==> src/hdl/hct_pkg.sv <==
// Package for the character tokenizer: item types, token codes, known words
// and the word classification function. No dependencies.
package hct_pkg;

  localparam int unsigned PositionBitsDefault = 16;
  localparam int unsigned OutPosBits          = 16;

  localparam logic       ActChar = 1'b0;
  localparam logic       ActEnd  = 1'b1;

  localparam logic       KindToken  = 1'b0;
  localparam logic       KindStatus = 1'b1;

  localparam logic [1:0] TokKeyword   = 2'd0;
  localparam logic [1:0] TokOperator  = 2'd1;
  localparam logic [1:0] TokSeparator = 2'd2;
  localparam logic [1:0] TokUnknown   = 2'd3;

  localparam logic       StatOk    = 1'b0;
  localparam logic       StatEmpty = 1'b1;

  localparam logic [7:0] ChSpace   = 8'h20;
  localparam logic [7:0] ChNewline = 8'h0A;
  localparam logic [7:0] ChLParen  = 8'h28;
  localparam logic [7:0] ChRParen  = 8'h29;
  localparam logic [7:0] ChComma   = 8'h2C;
  localparam logic [7:0] ChSemi    = 8'h3B;

  // Prefixes hold the first character in bits 7..0, unused bytes zero
  localparam logic [31:0] WordWireLc = {"e", "r", "i", "w"};
  localparam logic [31:0] WordWireUc = {"e", "r", "i", "W"};
  localparam logic [31:0] WordLe     = {16'h0, "=", "<"};
  localparam logic [31:0] WordNot    = {8'h0, "t", "o", "n"};
  localparam logic [31:0] WordBang   = {24'h0, "!"};
  localparam logic [31:0] WordAnd    = {8'h0, "d", "n", "a"};
  localparam logic [31:0] WordAmp    = {24'h0, "&"};
  localparam logic [31:0] WordOr     = {16'h0, "r", "o"};
  localparam logic [31:0] WordBar    = {24'h0, "|"};
  localparam logic [31:0] WordXor    = {8'h0, "r", "o", "x"};
  localparam logic [31:0] WordCaret  = {24'h0, "^"};

  typedef struct packed {
    logic       action;
    logic [7:0] char_code;
  } in_item_t;

  typedef struct packed {
    logic        result_kind;
    logic [1:0]  token_type;
    logic [15:0] token_start;
    logic [15:0] token_length;
    logic        status;
    logic        last;
  } out_item_t;

  // len is the word length when it is 1..4, else 0
  function automatic logic [1:0] classify_word(input logic [31:0] prefix,
                                               input logic [2:0]  len);
    logic is_op;
    logic is_kw;
    is_op = ((len == 3'd1) && (prefix == WordBang || prefix == WordAmp ||
                               prefix == WordBar  || prefix == WordCaret)) ||
            ((len == 3'd2) && (prefix == WordLe || prefix == WordOr)) ||
            ((len == 3'd3) && (prefix == WordNot || prefix == WordAnd ||
                               prefix == WordXor));
    is_kw = (len == 3'd4) && (prefix == WordWireLc || prefix == WordWireUc);
    if (is_op) begin
      return TokOperator;
    end else if (is_kw) begin
      return TokKeyword;
    end else begin
      return TokUnknown;
    end
  endfunction

endpackage

==> src/hdl/hdl_char_tokenizer.sv <==
// An item's results are offered, behind earlier ones, from the cycle after it
// is accepted. Throughput: one item per cycle while the four-entry result
// queue has room for two results; the queue drains one result per cycle while
// out_ready_i is high, so items giving two results are limited by the output
// side. Reset (rst_ni low, asynchronous) clears the word state, the position
// counter and the queue. Top level of the tokenizer; uses hct_pkg.
module hdl_char_tokenizer import hct_pkg::*; #(
  parameter int unsigned PositionBits = PositionBitsDefault
) (
  input  logic      clk_i,
  input  logic      rst_ni,
  input  logic      in_valid_i,
  output logic      in_ready_o,
  input  in_item_t  in_item_i,
  output logic      out_valid_o,
  input  logic      out_ready_i,
  output out_item_t out_item_o
);

  localparam int unsigned WideBits = (PositionBits > OutPosBits) ? PositionBits : OutPosBits;

  logic [31:0]             word_prefix_q, word_prefix_d;
  logic [PositionBits-1:0] word_length_q, word_length_d;
  logic [PositionBits-1:0] word_start_q, word_start_d;
  logic [PositionBits-1:0] char_position_q, char_position_d;
  logic                    seen_char_q, seen_char_d;

  out_item_t  queue_q [4];
  logic [1:0] wr_ptr_q, rd_ptr_q;
  logic [2:0] count_q;

  logic       in_fire, out_fire;
  logic [1:0] n_push;
  out_item_t  res0, res1;
  out_item_t  word_tok, sep_tok, stat_res;
  logic       have_word, is_space, is_sep;
  logic [2:0] len_small;
  logic [WideBits-1:0] start_wide, len_wide, pos_wide;
  logic [31:0] prefix_base;

  assign in_fire  = in_valid_i & in_ready_o;
  assign out_fire = out_valid_o & out_ready_i;

  assign have_word = (word_length_q != '0);
  assign is_space  = (in_item_i.char_code == ChSpace) || (in_item_i.char_code == ChNewline);
  assign is_sep    = (in_item_i.char_code == ChLParen) || (in_item_i.char_code == ChRParen) ||
                     (in_item_i.char_code == ChComma)  || (in_item_i.char_code == ChSemi);
  assign len_small = (word_length_q <= PositionBits'(4)) ? word_length_q[2:0] : 3'd0;

  assign start_wide = WideBits'(word_start_q);
  assign len_wide   = WideBits'(word_length_q);
  assign pos_wide   = WideBits'(char_position_q);

  always_comb begin
    word_tok              = '0;
    word_tok.result_kind  = KindToken;
    word_tok.token_type   = classify_word(word_prefix_q, len_small);
    word_tok.token_start  = start_wide[OutPosBits-1:0];
    word_tok.token_length = len_wide[OutPosBits-1:0];
    word_tok.status       = StatOk;

    sep_tok              = '0;
    sep_tok.result_kind  = KindToken;
    sep_tok.token_type   = TokSeparator;
    sep_tok.token_start  = pos_wide[OutPosBits-1:0];
    sep_tok.token_length = OutPosBits'(1);
    sep_tok.status       = StatOk;
    sep_tok.last         = 1'b1;

    stat_res             = '0;
    stat_res.result_kind = KindStatus;
    stat_res.status      = seen_char_q ? StatOk : StatEmpty;
    stat_res.last        = 1'b1;
  end

  assign prefix_base = have_word ? word_prefix_q : 32'h0;

  always_comb begin
    word_prefix_d   = word_prefix_q;
    word_length_d   = word_length_q;
    word_start_d    = word_start_q;
    char_position_d = char_position_q;
    seen_char_d     = seen_char_q;
    res0            = word_tok;
    res1            = stat_res;
    n_push          = 2'd0;

    if (in_item_i.action == ActEnd) begin
      res0            = have_word ? word_tok : stat_res;
      res1            = stat_res;
      n_push          = have_word ? 2'd2 : 2'd1;
      word_prefix_d   = '0;
      word_length_d   = '0;
      word_start_d    = '0;
      char_position_d = '0;
      seen_char_d     = 1'b0;
    end else begin
      seen_char_d     = 1'b1;
      char_position_d = char_position_q + PositionBits'(1);
      if (is_space) begin
        res0.last     = 1'b1;
        n_push        = {1'b0, have_word};
        word_prefix_d = '0;
        word_length_d = '0;
        word_start_d  = '0;
      end else if (is_sep) begin
        res0          = have_word ? word_tok : sep_tok;
        res1          = sep_tok;
        n_push        = have_word ? 2'd2 : 2'd1;
        word_prefix_d = '0;
        word_length_d = '0;
        word_start_d  = '0;
      end else begin
        if (!have_word) begin
          word_start_d = char_position_q;
        end
        if (word_length_q < PositionBits'(4)) begin
          word_prefix_d = prefix_base |
                          ({24'h0, in_item_i.char_code} << {word_length_q[1:0], 3'b000});
        end else begin
          word_prefix_d = prefix_base;
        end
        word_length_d = word_length_q + PositionBits'(1);
      end
    end
  end

  always_ff @(posedge clk_i or negedge rst_ni) begin
    if (!rst_ni) begin
      word_prefix_q   <= '0;
      word_length_q   <= '0;
      word_start_q    <= '0;
      char_position_q <= '0;
      seen_char_q     <= 1'b0;
    end else if (in_fire) begin
      word_prefix_q   <= word_prefix_d;
      word_length_q   <= word_length_d;
      word_start_q    <= word_start_d;
      char_position_q <= char_position_d;
      seen_char_q     <= seen_char_d;
    end
  end

  // result queue: up to two writes per item, one read per cycle while out_ready_i is high
  always_ff @(posedge clk_i) begin
    if (in_fire && (n_push != 2'd0)) begin
      queue_q[wr_ptr_q] <= res0;
    end
    if (in_fire && (n_push == 2'd2)) begin
      queue_q[wr_ptr_q + 2'd1] <= res1;
    end
  end

  always_ff @(posedge clk_i or negedge rst_ni) begin
    if (!rst_ni) begin
      wr_ptr_q <= '0;
      rd_ptr_q <= '0;
      count_q  <= '0;
    end else begin
      if (in_fire) begin
        wr_ptr_q <= wr_ptr_q + n_push;
      end
      if (out_fire) begin
        rd_ptr_q <= rd_ptr_q + 2'd1;
      end
      count_q <= count_q + (in_fire ? {1'b0, n_push} : 3'd0) - {2'b00, out_fire};
    end
  end

  assign in_ready_o  = (count_q <= 3'd2);
  assign out_valid_o = (count_q != 3'd0);
  assign out_item_o  = queue_q[rd_ptr_q];

endmodule

==> config.mk <==
export PLATFORM = sky130hd
export DESIGN_NAME = hdl_char_tokenizer
export DESIGN_NICKNAME = d
export VERILOG_FILES = /design/src/hdl/hct_pkg.sv /design/src/hdl/hdl_char_tokenizer.sv
export SDC_FILE = /design/constraint.sdc
export NUM_CORES = 1
export LEC_CHECK = 0
export BUFFER_PORTS_ARGS = -buffer_cell sky130_fd_sc_hd__clkbuf_2
export CORE_MARGIN = 8
export CORE_UTILIZATION = 55
export DETAILED_ROUTE_END_ITERATION = 7
export PLACE_DENSITY = 0.72
export SYNTH_ARGS = -nofsm -noshare
export SYNTH_HDL_FRONTEND = slang
export SYNTH_SLANG_ARGS = --single-unit
==> constraint.sdc <==
create_clock -name clk_i -period 9.8 [get_ports clk_i]
set_clock_uncertainty 0.05 [all_clocks]
set_input_delay 0.49 -clock clk_i [delete_from_list [all_inputs] [get_ports clk_i]]
set_output_delay 0.49 -clock clk_i [all_outputs]
set_load 0.005 [all_outputs]
Yosys cells after proc, flatten, opt, wreduce, memory -nomap -nowiden

Memory sizes are Yosys's and may differ from the RTL's.
Cells that the tools add are included.

Flip-flop bits (word level): 88
Bits in writable memories: 148
Output and inout bits: 39
Word-level logic and storage cells: 105
Memories: 1

Memories:

| memory  | words | width | rd ports | clocked after memory_dff | wr ports | line                     | RTL |
|---|---|---|---|---|---|---|---|
| queue_q | 4     | 37    | 1        | 0                        | 2        | hdl_char_tokenizer.sv:28 | `out_item_t queue_q [4];` |

Add/subtract/negate cells: 7
Magnitude comparators: 3
Equality and inequality tests: 23
Shift-type cells: 1
Multiplexer cells: 36
Bitwise logic cells: 3
Reduce and logical (&&, ||, !) cells: 23

Operators by type and width:

| kind                  | count |
|---|---|
| $mux 37               | 5 |
| $mux 32               | 5 |
| $mux 16               | 8 |
| $mux 36               | 3 |
| $eq 32x23->1 const B  | 3 |
| $eq 32x31->1 const B  | 2 |
| $eq 32x6->1 const B   | 2 |
| $eq 32x7->1 const B   | 2 |
| $eq 8x6->1 const B    | 5 |
| $add 16x1->16 const B | 2 |
| $eq 32x14->1 const B  | 1 |
| $eq 32x15->1 const B  | 1 |
| $or 32x32->32         | 1 |
| $shl 8x5->32          | 1 |
| $le 16x3->1 const B   | 1 |
| $lt 16x3->1 const B   | 1 |
| $reduce_bool 16->1    | 1 |
| $mux 2                | 7 |
| $logic_or 1x1->1      | 13 |
| $eq 8x4->1 const B    | 1 |
| $mux 1                | 7 |
| $eq 3x2->1 const B    | 2 |
| $logic_and 1x1->1     | 6 |
| $add 2x1->2 const B   | 2 |
| other kinds (13)      | 14 |

Logic depth before layout (Yosys ltp)

Gate-level depths: netlist (run 1).

Word-level depth: 12
Mapped depth: 14
Gate-level depth less buffers: 12

Worst setup path after synthesis (run 1)

No wires, ideal clock.

Path kind: register to register
Start point: reg word_length_q[0] (netlist: len_wide[0])
End point: mem queue_q[2][18] (netlist bit), enable pin
Library setup time: 425 ps
Arrival time: 3218 ps
Required time: 9325 ps
Path slack: 6108 ps
Stages on the path, launching flop included: 10
Buffers on the path: 2
Period minus slack after synthesis: 3692 ps
Cell sequence: dfrtp_1 clkbuf_1 inv_1 ha_1 nor4b_1 nand4_2 and2_0 clkbuf_1 nand2_1 o21ai_0

RTL lines:

| what                   | line                      | RTL |
|---|---|---|
| from (decl)            | hdl_char_tokenizer.sv:23  | `logic [PositionBits-1:0] word_length_q, word_length_d;` |
| from (signal assigned) | hdl_char_tokenizer.sv:137 | `word_length_q <= word_length_d;` |
| to (decl)              | hdl_char_tokenizer.sv:28  |  |

==> run metrics, run 1 <==
status finished, final reports clean; DPL Wire Length between 15000 and 20000 um; Hold Crit Class input pin to flop; WL/cell 21.1 um; vias in the first global route between 8000 and 9000; layout cells sized above 1 0.155; RSZ-0062 raised after global routing no; Pwr Density about 260 mW/mm^2; via count slightly below 9000; crit path kind flop to flop; met3 GRT Util 0.0497; peak supply drop approximately 0.15 mV; TritonCTS Sinks between 200 and 250; post-synth cell types 74; Setup Buffers After CTS 0; Total GRT Usage 0.224; CP arrival between 4 and 5 ns; final setup fails 0; M1 GR Usage 0.315; placed cell areas between 0.01 and 0.015 mm^2; # hold bufs at CTS 1; area leader, netlist edfxtp_1; fin crit period about 4.2 ns; gp weighted congestion about 0.94; # IOs 52; syn_nets ~1100; crit path max fanout 25; Crit path required time slightly below 10 ns; Final nets approximately 1100; core footprint 0.0208 mm^2; first-pass GRT wire length 47100 um; gr busiest metal met2; Synth Instances about 1100; htree depth 1; clock-pin slew on the worst setup and hold paths around 0.060 ns; fmax approximately 240 MHz; Pleak between 4 and 5 nW; async set-reset flop share out of synthesis 0.373; top post-synthesis cells by area edfxtp_1 21%, dfrtp_1 19%, dfxtp_1 12%; die height 160 um; largest net degree at the start of global routing 64; vias per cell around 6.4; clock root buffer clkbuf_16; Max-Cap Viols 0; Cell Area, Synth 0.0115 mm^2; die width 160 um; First-pass DRT Iterations 8; Clock Tree Buf Depth 3; post-CTS resize count 0; Final Hold Viols 0; ant diodes 0; Worst slew margin 0.118; GR Util met2 0.346; Total Power between 3 and 4 mW; CTS buffer count 25; number of flops mapped to enable cells by yosys 80; fin. max-slew vios 0; Clock Latency Late Sink approximately 0.54 ns; Syn Area/Cell 10.6 um^2; final instance area approximately 0.013 mm^2; CTS tree yes; Die ar. between 0.02 and 0.03 mm^2; input/output buffers 51; Worst setup SP type flop; Antenna Violating Nets Remaining 0; area delta synth->final 9.85%; share of the synthesized area in the top cell type 0.210; Worst Tran Pin Value roughly 1.3 ns; row count 53; initial antenna violation count 0; Tcrit/Tclk final 0.430; Syn. warnings 0; CP Capture Type flop; initial DRC count 852; gr ovfl total 0; final WL 29100 um; Initial Utilization 0.552; sequential element share of the synthesized area 0.521; post-synthesis register bit count ~240; most common flop cell mapped by yosys dfrtp_1; DRC 0; Fin Setup TNS 0 ns
-- sequential cells by signal (all words and copies together) (netlist names) --
register / flops
seen_char_q: 1
rd_ptr_q: 2
queue_q: 148
wr_ptr_q: 2
len_wide: 16
start_wide: 16
word_prefix_q: 32
count_q: 3
char_position_q: 16
-- worst paths after layout --
kind	slack, ns	to	startpoint	cells past startpoint
setup / recovery	5.58	queue_q[2][21]$_DFFE_PP_	len_wide[1]$_DFFE_PN0P_	7
hold / removal	0.22	word_prefix_q[22]$_DFFE_PN0P_	in_item_i[6]	3
setup reg to reg	5.58	queue_q[2][21]$_DFFE_PP_	len_wide[1]$_DFFE_PN0P_	7
hold reg to reg	0.40	queue_q[3][8]$_SDFFE_PP0P_	queue_q[3][8]$_SDFFE_PP0P_	2
max in group asynchronous	8.12	rd_ptr_q[1]$_DFFE_PN0P_	rst_ni	3
min in group asynchronous	0.35	char_position_q[9]$_DFFE_PN0P_	rst_ni	2
-- report_power, final --
group,internal [mW],total (mW),leakage [nW],switching (mW)
clock,0.501,0.883,0.377,0.381
sequential,1.18,1.41,2.48,0.233
combinational,0.393,0.935,1.91,0.542
-- logic make-up after synthesis --
group / after synthesis / share of synthesized area
AO/OA/AOI/OAI: 292 / 0.177
XOR/XNOR: 16 / 0.0122
adder cells (fa/ha/maj): 8 / 0.00939
buffers and inverters: 110 / 0.0407
flip-flops: 236 / 0.521
multiplexers: 42 / 0.0773
AND/OR/NAND/NOR: 379 / 0.162
-- critical path, stage by stage, from the launching register on --
cell and delay, ns:
dfrtp_1 0.44, inv_1 0.24, ha_1 0.23, nor4b_1 0.29, nand4_2 0.60, a211oi_4 0.74, or3_1 0.73, o21ai_2 0.51
-- synthesized netlist by cell type (3+ instances only) --
cell      count
or2_2         4
dfrtp_1      88
nand3b_1      3
buf_2        12
o21ai_0      41
nor3_1       21
mux4_2       37
or4_1         4
and3_1        4
nand2b_1      5
o22ai_1      10
and3b_1       3
and2_1        8
edfxtp_1     80
buf_1         3
dfxtp_1      68
o32ai_1       3
nor3_2        6
xor2_1        6
o21bai_1      4
or3_1        11
ha_1          7
nand3_1      17
a22o_1      104
clkbuf_1     71
nor4_1       10
a21oi_1      86
nand4_1      12
xnor2_1      10
buf_4         8
nor2_1       53
inv_1        13
nand4b_1      6
a22oi_1      24
nand2_1     190
mux2i_1       3
-- layer usage --
layer | wire length [um] | vias up | share of wire
met4 | 523 | 0 | 0.018
met3 | 2190 | 47 | 0.075
li1 | - | 4013 | -
met1 | 12900 | 4339 | 0.44
met5 | 0 | - | 0
met2 | 13400 | 352 | 0.46
-- area by class of cell --
| type | count | area, um^2 |
|---|---|---|
| Inverter | 14 | 52.6 |
| Clock buffer | 40 | 713 |
| Multi-Input combinational cell | 737 | 5070 |
| Fill cell | 1694 | 8170 |
| Clock inverter | 6 | 45.0 |
| Tap cell | 275 | 344 |
| Sequential cell | 236 | 5970 |
| Timing Repair Buffer | 68 | 388 |
-- layout by cell type, fill, tap and decap left out, types with 3 or more instances in the layout --
cell type  Yosys  layout
nor3_2         6       5
o22ai_1       10      10
a22oi_1       24      24
edfxtp_1      80      80
or4_1          4       4
buf_4          8      17
a21oi_1       86      85
clkbuf_4       0       3
clkbuf_1      71      10
dfrtp_1       88      86
nand3_1       17      17
nand4b_1       6       6
nor4_1        10       9
a22o_1       104     104
clkbuf_16      0      25
and3b_1        3       3
xnor2_1       10      10
and3_1         4       4
nand2_1      190     190
dfxtp_1       68      68
inv_1         13      13
mux2i_1        3       3
nor3_1        21      20
ha_1           7       7
nand3b_1       3       3
o21bai_1       4       4
or3_1         11      11
mux4_2        37      37
and2_1         8       8
clkbuf_2       1      50
o21ai_0       41      40
or2_2          4       4
xor2_1         6       6
nand4_1       12      12
nor2_1        53      53
clkinv_2       0       5
o32ai_1        3       3
nand2b_1       5       5
-- stage by stage --
step / instances / setup WS, ns / hold slack [ns] / util
final: 1376 / 5.58 / 0.223 / 0.606
after detailed placement: 1329 / 5.57 / 0.382 / 0.569
after floorplan: 1083 / 6.11 / 0.144 / -
after global routing: 1376 / 5.31 / 0.226 / 0.606
after CTS: 1376 / 5.57 / 0.208 / 0.606
after global placement: 1329 / 5.69 / 0.382 / 0.569
Power figures use the tool's default switching activity.
==> run 2: changes to the inputs <==
==> constraint.sdc (replaced) <==
create_clock -name clk_i -period 4 [get_ports clk_i]
set_clock_uncertainty 0.05 [all_clocks]
set_input_delay 0.2 -clock clk_i [delete_from_list [all_inputs] [get_ports clk_i]]
set_output_delay 0.2 -clock clk_i [all_outputs]
set_load 0.005 [all_outputs]
==> run metrics, run 2 (synthesized netlist as in run 1, its figures left out) <==
status finished, final reports clean; fmax about 310 MHz; peak supply drop between 0.4 and 0.5 mV; r2r worst-path depth 8; Final Hold Viols 0; most numerous cell on the critical path inv_1; Pleak approximately 4.9 nW; Reg power frac 0.421; Final nets roughly 1100; Clock Tree Buf Depth 3; hold path start out_ready_i; leading registers by flop count queue_q (148), word_prefix_q (32); gr ovfl total 0; CP bufs+invs 2; Worst slew margin 0.373; RSZ-0062 raised after global routing no; fin. max-slew vios 0; vias in the first global route around 8800; post-CTS resize count 0; CTS buffer count 25; # IOs 52; Worst R2R End queue_q[1][31]$_DFFE_PP_; commonest non-fill, non-tap cell in the layout nand2_1; first-pass GRT wire length ~48000 um; DPL Wire Length roughly 19000 um; clock-pin slew on the worst setup and hold paths about 0.06 ns; Antenna Violating Nets Remaining 0; Sw Share 0.348; row count 53; max incr delay on CP 0.61 ns; WL/cell roughly 21 um; final setup fails 0; hold path endpoint rd_ptr_q[0]$_DFFE_PN0P_; Max-Cap Viols 0; Crit path required time 4.05 ns; CTS tree yes; crit path max fanout 20; Worst Tran Pin Value about 0.94 ns; Setup Buffers After CTS 0; largest net degree at the start of global routing 61; input/output buffers around 50; area delta synth->final 12.2%; logic gate share of total power 0.289; Clock Latency Late Sink roughly 0.53 ns; Pint about 5.3 mW; via count slightly below 9000; CP Capture Type flop; Reg with most FFs queue_q; worst hold slack 0.0805 ns; core footprint 0.0208 mm^2; crit path kind flop to flop; Tcrit/Tclk final 0.794; critical path's slowest cell a211oi_4; layout cells sized above 1 0.168; TritonCTS Sinks between 200 and 250; Switch Pwr 2.82 mW; Die ar. between 0.02 and 0.03 mm^2; commonest cells after routing, fill and taps aside 190 x nand2_1, 104 x a22o_1, 86 x dfrtp_1; ant diodes 0; beginning of the critical path len_wide[0]$_DFFE_PN0P_; fin crit period 3.18 ns; die width around 160 um; initial antenna violation count 0; CP arrival ~3.2 ns; Fin Setup TNS 0 ns; die height 160 um; htree depth 1; DRC 0; initial DRC count between 800 and 900; final WL between 20000 and 30000 um; crit-path cells inv_1, ha_1, nor4b_1, nand4_2, a211oi_4, nor3b_4, a21oi_4, inv_1; # hold bufs at CTS 9; vias per cell roughly 6.4; worst r2r src len_wide[0]$_DFFE_PN0P_; hold depth 3; Initial Utilization 0.552; First-pass DRT Iterations 5; delay-heaviest family, CP compound AO/OA/AOI/OAI gates; clock root buffer clkbuf_16; Pwr Density around 630 mW/mm^2; r2r setup slk between 0.8 and 0.9 ns; Clock power frac 0.290; Worst setup SP type flop; Total GRT Usage 0.228; Largest register FFs ~150; Hold Crit Class input pin to flop; gp weighted congestion around 0.93
-- run 2: worst max-delay path by stage --
stage / cells after the start / endpoint / slack (ns)
after floorplan: 9 / queue_q[2][18]$_DFFE_PP_ / 0.31
after global placement: 8 / queue_q[1][24]$_DFFE_PP_ / 0.90
after detailed placement: 8 / queue_q[1][24]$_DFFE_PP_ / 0.83
after CTS: 8 / queue_q[1][32]$_DFFE_PP_ / 0.80
after global routing: 8 / queue_q[1][31]$_DFFE_PP_ / 0.59
final: 8 / queue_q[1][31]$_DFFE_PP_ / 0.82
-- run 2: per-layer routing --
layer | GRT usage | up-vias | routed length [um]
li1 | - | 4064 | -
met1 | 0.317 | 4433 | 12600
met2 | 0.371 | 353 | 14300
met3 | 0.0358 | 35 | 2270
met4 | 0.0535 | 0 | 364
met5 | 0 | - | 0
-- run 2: tightest hold or removal path: stages --
cell and delay [ns]:
clkbuf_2 0.08, and2_1 0.23, xor2_1 0.11
-- run 2: metrics by stage --
step           cell area, um^2  setup WS (ns)  cells  power (mW)  utilization
6_report                 12900          0.823   1398        8.12        0.619
5_1_grt                  12900          0.590   1398        8.55        0.619
4_1_cts                  12900          0.802   1398        8.13        0.619
3_5_place_dp             11900          0.827   1343        5.78        0.574
3_3_place_gp             11900          0.896   1343        5.74        0.574
2_1_floorplan            11500          0.308   1083        4.98            -
-- run 2: power by group through the flow --
| stage | sequential [mW] | combinational (mW) | clock [mW] |
|---|---|---|---|
| after CTS | 3.40 | 2.35 | 2.38 |
| final | 3.41 | 2.35 | 2.35 |
| after floorplan | 3.13 | 1.85 | 0 |
| after detailed placement | 3.45 | 2.34 | 0 |
| after global routing | 3.48 | 2.58 | 2.48 |
| after global placement | 3.43 | 2.30 | 0 |
-- run 2: layout make-up --
class	instances	area, um^2
tap	275	344
multi-input combinational	737	5070
clock inverter	13	126
timing repair buffer	90	573
sequential	236	5970
inverter	14	52.6
fill	1653	7900
clock buffer	33	718
==> run 3: changes to the inputs <==
--- a/config.mk
+++ b/config.mk
@@ -5,11 +5,12 @@
 export SDC_FILE = /design/constraint.sdc
 export NUM_CORES = 1
 export LEC_CHECK = 0
+export ABC_AREA = 1
 export BUFFER_PORTS_ARGS = -buffer_cell sky130_fd_sc_hd__clkbuf_2
 export CORE_MARGIN = 8
 export CORE_UTILIZATION = 55
 export DETAILED_ROUTE_END_ITERATION = 7
-export PLACE_DENSITY = 0.72
+export PLACE_DENSITY = 0.75
 export SYNTH_ARGS = -nofsm -noshare
 export SYNTH_HDL_FRONTEND = slang
 export SYNTH_SLANG_ARGS = --single-unit
==> constraint.sdc (replaced) <==
create_clock -name clk_i -period 2.6 [get_ports clk_i]
set_clock_uncertainty 0.05 [all_clocks]
set_input_delay 0.13 -clock clk_i [delete_from_list [all_inputs] [get_ports clk_i]]
set_output_delay 0.13 -clock clk_i [all_outputs]
set_load 0.005 [all_outputs]
==> run metrics, run 3 <==
Placed Instances slightly below 2000; Cell Area, Synth around 0.012 mm^2; Clock Tree Buf Depth 3; Syn. warnings 0; Fin Setup TNS 0 ns; sequential element share of the synthesized area 0.482; gr ovfl total 0; Fill cells roughly 2000; Initial Utilization 0.554; number of flops mapped to enable cells by yosys 80; vias per cell 5.70; Worst slew margin 0.472; area leader, netlist edfxtp_1; Antenna Violating Nets Remaining 0; Finished Layout Cells slightly below 2000; Max-Cap Viols 0; row count 55; die height ~170 um; clock root buffer clkbuf_16; most common library cells after synthesis 342 x nand2_1, 238 x nor2_1, 203 x o21ai_0; Tcrit/Tclk final 0.928; Worst Tran Pin Value roughly 0.8 ns; Crit path required time around 2.8 ns; pre-CTS setup slack 0.157 ns; initial DRC count approximately 1300; WL/cell ~17 um; TritonCTS Sinks roughly 240; Hold Crit Class input pin to flop; via count 11281; # IOs between 50 and 60; Final nets roughly 1700; fin. max-slew vios 0; htree depth 1; input/output buffers 51; top-count cell post-synth nand2_1; top post-synthesis cells by area edfxtp_1 19%, dfrtp_1 18%, dfxtp_1 11%; most common flop cell mapped by yosys dfrtp_1; die width roughly 170 um; clock-pin slew on the worst setup and hold paths ~0.06 ns; crit path max fanout 18; setup ws final between 0.15 and 0.2 ns; layout cells sized above 1 0.127; Largest register FFs ~150; ant diodes 0; CP arrival roughly 2.6 ns; final instance area ~0.014 mm^2; Die ar. between 0.02 and 0.03 mm^2; DPL Wire Length between 20000 and 25000 um; Worst setup SP type flop; First-pass DRT Iterations 6; post-synth cell types between 40 and 50; Synth Instances between 1500 and 2000; commonest non-fill, non-tap cell in the layout nand2_1; vias in the first global route roughly 11000; Total GRT Usage 0.239; DRC 0; Pwr Density ~1200 mW/mm^2; placed cell areas 0.0130 mm^2; final WL 33800 um; initial antenna violation count 0; syn_nets approximately 1600; gp weighted congestion between 0.9 and 1; peak supply drop around 0.73 mV; CP Capture Type flop; leading registers by flop count queue_q (148), word_prefix_q (32); Syn Area/Cell ~7.6 um^2; RSZ-0062 raised after global routing no; commonest cells after routing, fill and taps aside 339 x nand2_1, 237 x nor2_1, 203 x o21ai_0; post-synthesis register bit count approximately 240; CTS buffer count 25; final setup fails 0; share of the synthesized area in the top cell type 0.194; core footprint roughly 0.022 mm^2; Clock Latency Late Sink between 0.5 and 0.6 ns; Reg with most FFs queue_q; first-pass GRT wire length around 55000 um; fmax about 410 MHz; async set-reset flop share out of synthesis 0.373; CTS tree yes; fin crit period approximately 2.4 ns; largest net degree at the start of global routing 77; status finished, final reports clean; crit path kind flop to flop; area delta synth->final 12.4%; Pleak between 6 and 7 nW; Final Hold Viols 0
==> run 3: logic make-up after synthesis <==
| family | count (synthesis) | synth area share |
|---|---|---|
| fa+ha+maj | 8 | 0.00869 |
| flops | 236 | 0.482 |
| xor+xnor | 16 | 0.0113 |
| compound gates | 345 | 0.153 |
| simple gates | 753 | 0.257 |
| buf+inv | 268 | 0.0889 |
==> run 3: worst max-delay path: stages (launching register included) <==
cell and delay, ns:
dfrtp_1 0.39, inv_2 0.08, nand2_1 0.09, nor2_4 0.15, nand2_2 0.08, nor2_4 0.14
nand2_2 0.10, buf_4 0.22, nor2_4 0.17, buf_6 0.18, nand2_1 0.07, nand3_1 0.08
nand2_1 0.14, nand2_1 0.10, o21ai_0 0.11
==> run 3: repair_timing <==
action | CTS | global route
hold endpoints to repair | 52 | 0
endpoints found under the setup margin | 0 | 26
buffers inserted | 0 | 2
resized for setup | 0 | 11
hold buffers | 2 | 0
==> run 3: area by class of cell <==
type	instances	area (um^2)	share of cell area
inverter	181	684	0.0492
clock inverter	8	57.6	0.00414
sequential	236	5970	0.429
timing repair buffer	108	744	0.0535
multi-input combinational	1122	5350	0.385
tap	285	357	0.0256
clock buffer	38	754	0.0542
==> run 3: worst paths after layout <==
path | from | endpoint | slack [ns] | cells past startpoint
max reg2reg | len_wide[6]$_DFFE_PN0P_ | queue_q[0][20]$_DFFE_PP_ | 0.19 | 14
max in group asynchronous | rst_ni | len_wide[6]$_DFFE_PN0P_ | 1.67 | 3
min reg2reg | queue_q[2][0]$_SDFFE_PP1P_ | queue_q[2][0]$_SDFFE_PP1P_ | 0.42 | 2
min in group asynchronous | rst_ni | start_wide[15]$_DFFE_PN0P_ | 0.15 | 2
max | len_wide[6]$_DFFE_PN0P_ | queue_q[0][20]$_DFFE_PP_ | 0.19 | 14
min | in_item_i[7] | word_prefix_q[31]$_DFFE_PN0P_ | 0.02 | 5
==> run 3: power by group <==
group / total (mW) / leakage (nW) / internal (mW) / switching, mW
clock network: 3.49 / 0.405 / 2.01 / 1.48
registers: 5.54 / 2.50 / 4.97 / 0.574
logic: 7.31 / 3.34 / 2.40 / 4.91
total: 16.3 / 6.25 / 9.38 / 6.96
==> run 3: layer usage <==
metal / GRT usage / vias up / wire [um]
met2: 0.379 / 493 / 15500
met5: 0 / - / 0
met1: 0.336 / 5259 / 14800
li1: - / 5474 / -
met4: 0.0589 / 0 / 626
met3: 0.0406 / 55 / 2960
==> run 3: metrics by stage <==
stage | hold WS, ns | utilization | power (mW)
CTS | 0.00852 | 0.620 | 16.2
finish | 0.0171 | 0.622 | 16.3
global placement | 0.179 | 0.582 | 12.5
floorplan | -0.216 | - | 10.3
detailed placement | 0.181 | 0.582 | 12.7
global route | 0.0748 | 0.622 | 17.5
